--- config.mk ---
export PLATFORM = sky130hd
export DESIGN_NAME = fpbe_mix
export DESIGN_NICKNAME = d
export VERILOG_FILES = /design/src/design/fpbe_pkg.sv /design/src/design/fpbe_mix.sv
export SDC_FILE = /design/constraint.sdc
export NUM_CORES = 1
export LEC_CHECK = 0
export ABC_AREA = 1
export BUFFER_PORTS_ARGS = -buffer_cell sky130_fd_sc_hd__buf_2
export CORE_ASPECT_RATIO = 1.5
export CORE_MARGIN = 8
export CORE_UTILIZATION = 67
export DETAILED_ROUTE_END_ITERATION = 16
export PLACE_DENSITY = 0.84
export SYNTH_ARGS = -nofsm -noshare
export SYNTH_HDL_FRONTEND = slang
export SYNTH_SLANG_ARGS = --single-unit
--- constraint.sdc ---
create_clock -name vclk -period 21.4
set_input_delay 2.14 -clock vclk [all_inputs]
set_output_delay 2.14 -clock vclk [all_outputs]
set_load 0.05 [all_outputs]
--- src/design/fpbe_pkg.sv ---
// Shared constants, codes and types of the frame buffer pixel blend engine.
// No dependencies; fpbe_store, fpbe_mix, the core and the checker use this package.
package fpbe_pkg;

  // Frame store geometry
  localparam int unsigned STORE_BYTES = 2097152;
  localparam int unsigned ADDR_W      = $clog2(STORE_BYTES);
  localparam int unsigned ROW_DEPTH   = STORE_BYTES / 8;
  localparam int unsigned ROW_W       = $clog2(ROW_DEPTH);

  // Field widths
  localparam int unsigned COLOR_W = 24;
  localparam int unsigned COORD_W = 12;
  localparam int unsigned DIM_W   = 13;
  localparam int unsigned PITCH_W = 15;
  localparam int unsigned PROD_W  = COORD_W + PITCH_W;
  localparam int unsigned FULL_W  = PROD_W + 1;

  // Highest legal start address for a 3 or 4 byte pixel
  localparam logic [FULL_W-1:0] LIMIT_24 = FULL_W'(STORE_BYTES - 3);
  localparam logic [FULL_W-1:0] LIMIT_32 = FULL_W'(STORE_BYTES - 4);

  // Operation codes
  localparam logic [1:0] OP_WRITE = 2'd0;
  localparam logic [1:0] OP_READ  = 2'd1;
  localparam logic [1:0] OP_BLEND = 2'd2;

  // Status codes
  localparam logic [1:0] STAT_OK   = 2'd0;
  localparam logic [1:0] STAT_OOB  = 2'd1;
  localparam logic [1:0] STAT_MODE = 2'd2;

  // Depth modes
  localparam logic [1:0] DEPTH_24 = 2'd0;
  localparam logic [1:0] DEPTH_32 = 2'd1;

  // Configuration register indexes
  localparam logic [1:0] CFG_WIDTH  = 2'd0;
  localparam logic [1:0] CFG_HEIGHT = 2'd1;
  localparam logic [1:0] CFG_PITCH  = 2'd2;
  localparam logic [1:0] CFG_DEPTH  = 2'd3;

  // Configuration reset values
  localparam logic [DIM_W-1:0]   RST_WIDTH  = DIM_W'(640);
  localparam logic [DIM_W-1:0]   RST_HEIGHT = DIM_W'(480);
  localparam logic [PITCH_W-1:0] RST_PITCH  = PITCH_W'(2560);
  localparam logic [1:0]         RST_DEPTH  = DEPTH_32;

  // Request from the control path to the frame store
  typedef struct packed {
    logic               rd;
    logic               wr;
    logic               four;   // 32 bpp: fourth byte written as zero
    logic [ADDR_W-1:0]  addr;   // byte address of the pixel
    logic [COLOR_W-1:0] color;  // 0xRRGGBB
  } store_req_t;

endpackage

--- src/design/fpbe_mix.sv ---
// Per-channel alpha blend: floor((src*a + dst*(255-a)) / 255).
// Uses fpbe_pkg.
module fpbe_mix (
  input  logic [fpbe_pkg::COLOR_W-1:0] src_i,
  input  logic [fpbe_pkg::COLOR_W-1:0] dst_i,
  input  logic [7:0]                   alpha_i,
  output logic [fpbe_pkg::COLOR_W-1:0] mix_o
);
  import fpbe_pkg::*;

  logic [7:0]  inv_alpha;
  logic [15:0] num  [3];
  logic [16:0] corr [3];

  assign inv_alpha = 8'hFF - alpha_i;

  // Divide by 255 as (n + (n >> 8) + 1) >> 8, exact for n below 65535
  always_comb begin
    for (int c = 0; c < 3; c++) begin
      num[c]  = 16'(src_i[8*c +: 8]) * 16'(alpha_i) +
                16'(dst_i[8*c +: 8]) * 16'(inv_alpha);
      corr[c] = {1'b0, num[c]} + 17'(num[c][15:8]) + 17'd1;
      mix_o[8*c +: 8] = corr[c][15:8];
    end
  end

endmodule

-- Word level (Yosys, flattened, before mapping)
Cells that the tools add are included.
- flip-flop bits (word level): 0
- input bits: 56
- output and inout bits: 24
- logic and storage cells: 16
- $add $sub $neg: 10
- multipliers: 6
- operators with widths (cell ; count):
    multiplier 8 x 8 -> 16 bit ; 6
    adder 16 x 1 -> 16 bit (second input constant) ; 3
    adder 16 bit ; 3
    adder 16 x 8 -> 16 bit ; 3
    subtractor 8 bit (first input constant) ; 1

-- Longest topological paths before layout
- depth in word-level cells: 5
- gate-level depth with buffers: 35
- mapped depth without buffers: 33

-- Worst setup path before layout
No wires, ideal clock.
- path type: input to output
- from: input port alpha_i[1]
- to: output port mix_o[7] (netlist name)
- arrival time: 8.359 ns
- data required time: 19.260 ns
- path slack: 10.901 ns
- stages: 29
- path buffers: 2
- path through: clkbuf_1 > clkbuf_1 > nand2_1 > fa_1 > fa_1 > inv_1 > fa_1 > fa_1 > fa_1 > inv_1 > fa_1 > inv_1 > ha_1 > a21oi_1 > nand2_1 > nand2_1 > nand3_1 > a21oi_1 > o21bai_1 > xor2_1 > ha_1 > inv_1 > nor2_2 > nand3_1 > nor3_1 > nand2_1 > nand2_1 > nand2_1 > nand2_1
- longest elaborated chain between the ends: 5
- elaborated cells between the ends (all ways): 6
- classes of those cells: 4 x add/sub; 2 x mul
- RTL lines (what ; line ; RTL):
    start: declaration ; fpbe_mix.sv:6 ; input logic [7:0] alpha_i,
    subtractor 8 bit ; fpbe_mix.sv:15 ; assign inv_alpha = 8'hFF - alpha_i;
    multiplier 8 x 8 -> 16 bit ; fpbe_mix.sv:21 ; 16'(dst_i[8*c +: 8]) * 16'(inv_alpha);
    adder 16 bit (*) ; fpbe_mix.sv:20 ; num[c] = 16'(src_i[8*c +: 8]) * 16'(alpha_i) +
    adder 16 x 8 -> 16 bit (*) ; fpbe_mix.sv:22 ; corr[c] = {1'b0, num[c]} + 17'(num[c][15:8]) + 17'd1;
    adder 16 x 1 -> 16 bit (*) ; fpbe_mix.sv:22 ;
    end: declaration ; fpbe_mix.sv:7 ; output logic [fpbe_pkg::COLOR_W-1:0] mix_o
Every way passes the cells marked *; elsewhere a longest branch is shown, timed or not.

-- Worst setup path after layout
- from: input port alpha_i[6]
- to: output port mix_o[15] (netlist name)
Same word-level chain as after synthesis.

==> metrics <==
Max Transition Viols Final 0; synthesized area 15600 um^2; crit end category primary output; CP max FO 40; hold_sp src_i[0]; routed vias 13873; Slew HR 37.5%; Min-Delay Path Class input pin to primary output; # Post-CTS Setup Buffers 0; Final min period 11790 ps; initial drt markers 764; status finished, final reports clean; met3 WL 2010 um; NumNets Final 2849; Hold Buf Count CTS 0; num sequential 0; Post-synth top cells inv_1 (676), nand2_1 (607), fa_1 (288); Core Box Area 23000 um^2; Ports 80; final worst path period share 55.1%; Yosys top cell area share 37.0%; met1 wire length 14100 um; routed vias/inst 5.38; Post-Syn Instances 2276; gr usage total 29.0%; cell row count 68; synth-to-layout area growth 3.41%; WL/cell 15.4 um; clock buffers 0; max-cap violation count 0; placer congestion estimate 0.962; Die H 203 um; Synth area leader fa_1; syn_area_per_cell 6.85 um^2; warnings from Yosys 0; Fin. Hold Viols 0; Routed met2 length 21300 um; Die Area 28500 um^2; synth top area cells fa_1 (37%), ha_1 (16%), inv_1 (16%); largest net degree at the start of global routing 47; initial antenna violation count 3; most used cell, CP nand2_1; top-count cell post-synth inv_1; f_max 84.8 MHz; FF/Latch Area 0 um^2; 1st-pass router iterations 6; crit path max-delay cell type clkinv_1; Post-Route WL 39800 um; Largest stage delay, worst path 690 ps; DRC 0; Initial Utilization 67.9%; GR Overflow Total 0; Critical Path RT 19260 ps; first-pass GRT wire length 67600 um; setup TNS 0 ps; Worst setup SP type input pin; top routing layer in use met5; Tightest Pin Transition 937 ps; share of layout cells above drive strength 1 4.31%; vias in the first global route 15091; Buffers on Ports 80; die span in x 141 um; sequential area share after synthesis 0%; CP Class input pin to primary output; post-cts sizing count 0; Final ANT Viol Nets 0; Yosys cell types 29; critical path launch point alpha_i[6]; DP HPWL 34100 um; arrival time at the worst endpoint 9650 ps; setup repair after global routing missed its margin no; # setup viols final 0
-- metal layers --
metal | track usage (%) | up-vias
met5 | 0 | -
met4 | 15.9 | 2
met3 | 2.52 | 181
met2 | 56.0 | 482
met1 | 30.2 | 6627
li1 | - | 6581
-- kinds of logic (layout without fill, tap and decap cells) --
group	Yosys count	after routing	synth area share, %
other cells	1	5	0.0241
fa+ha+maj	492	492	53.3
compound gates	46	46	1.59
xor+xnor	36	36	2.17
simple gates	959	959	24.9
buf+inv	742	763	18.0
-- worst paths after layout --
path   endpoint  slack [ps]  cells after the start
max   mix_o[15]        9610                     31
min    mix_o[5]        5380                      9
-- through the flow --
| stage | utilization, % | area (um^2) | setup slack (ps) | cells | hold slack, ps |
|---|---|---|---|---|---|
| 2_1_floorplan | - | 15600 | 10900 | 2278 | 5130 |
| 3_3_place_gp | 70.2 | 16100 | 9880 | 2579 | 5380 |
| 3_5_place_dp | 70.2 | 16100 | 9780 | 2579 | 5370 |
| 4_1_cts | 70.2 | 16100 | 9760 | 2579 | 5370 |
| 5_1_grt | 70.2 | 16100 | 9160 | 2579 | 5510 |
| 6_report | 70.2 | 16100 | 9610 | 2581 | 5380 |
-- final cells by class --
class / instances / area (um^2)
well taps: 280 / 350
fillers: 1957 / 6850
repair buffers: 84 / 430
inverters: 679 / 2550
multi-input cells: 1536 / 12800
diodes: 2 / 5.00
-- cell usage in the layout (no fill, tap or decap), drive strengths merged --
| cell | netlist | routed |
|---|---|---|
| a211oi | 3 | 3 |
| a21oi | 33 | 33 |
| and2 | 2 | 2 |
| buf | 16 | 84 |
| clkinv | 3 | 3 |
| conb | 1 | 3 |
| diode | 0 | 2 |
| fa | 288 | 288 |
| ha | 204 | 204 |
| inv | 676 | 676 |
| nand2 | 608 | 608 |
| nand3 | 107 | 107 |
| nand3b | 4 | 4 |
| nand4 | 28 | 28 |
| nor2 | 202 | 202 |
| nor3 | 5 | 5 |
| o21ai | 6 | 6 |
| o21bai | 4 | 4 |
| or2 | 3 | 3 |
| xnor2 | 21 | 21 |
| xor2 | 15 | 15 |
-- critical path, delay by kind of cell --
family | cells | cell delay (ps)
adders and majority gates | 8 | 3610
and+or+nand+nor | 12 | 1410
AOI/OAI and AO/OA | 2 | 390
buffers and inverters | 8 | 1860
xor gates and xnor gates | 1 | 190
Power is left out: the tool's default activity adds up to more than one toggle a clock period on the data nets, which glitch-free logic cannot reach.
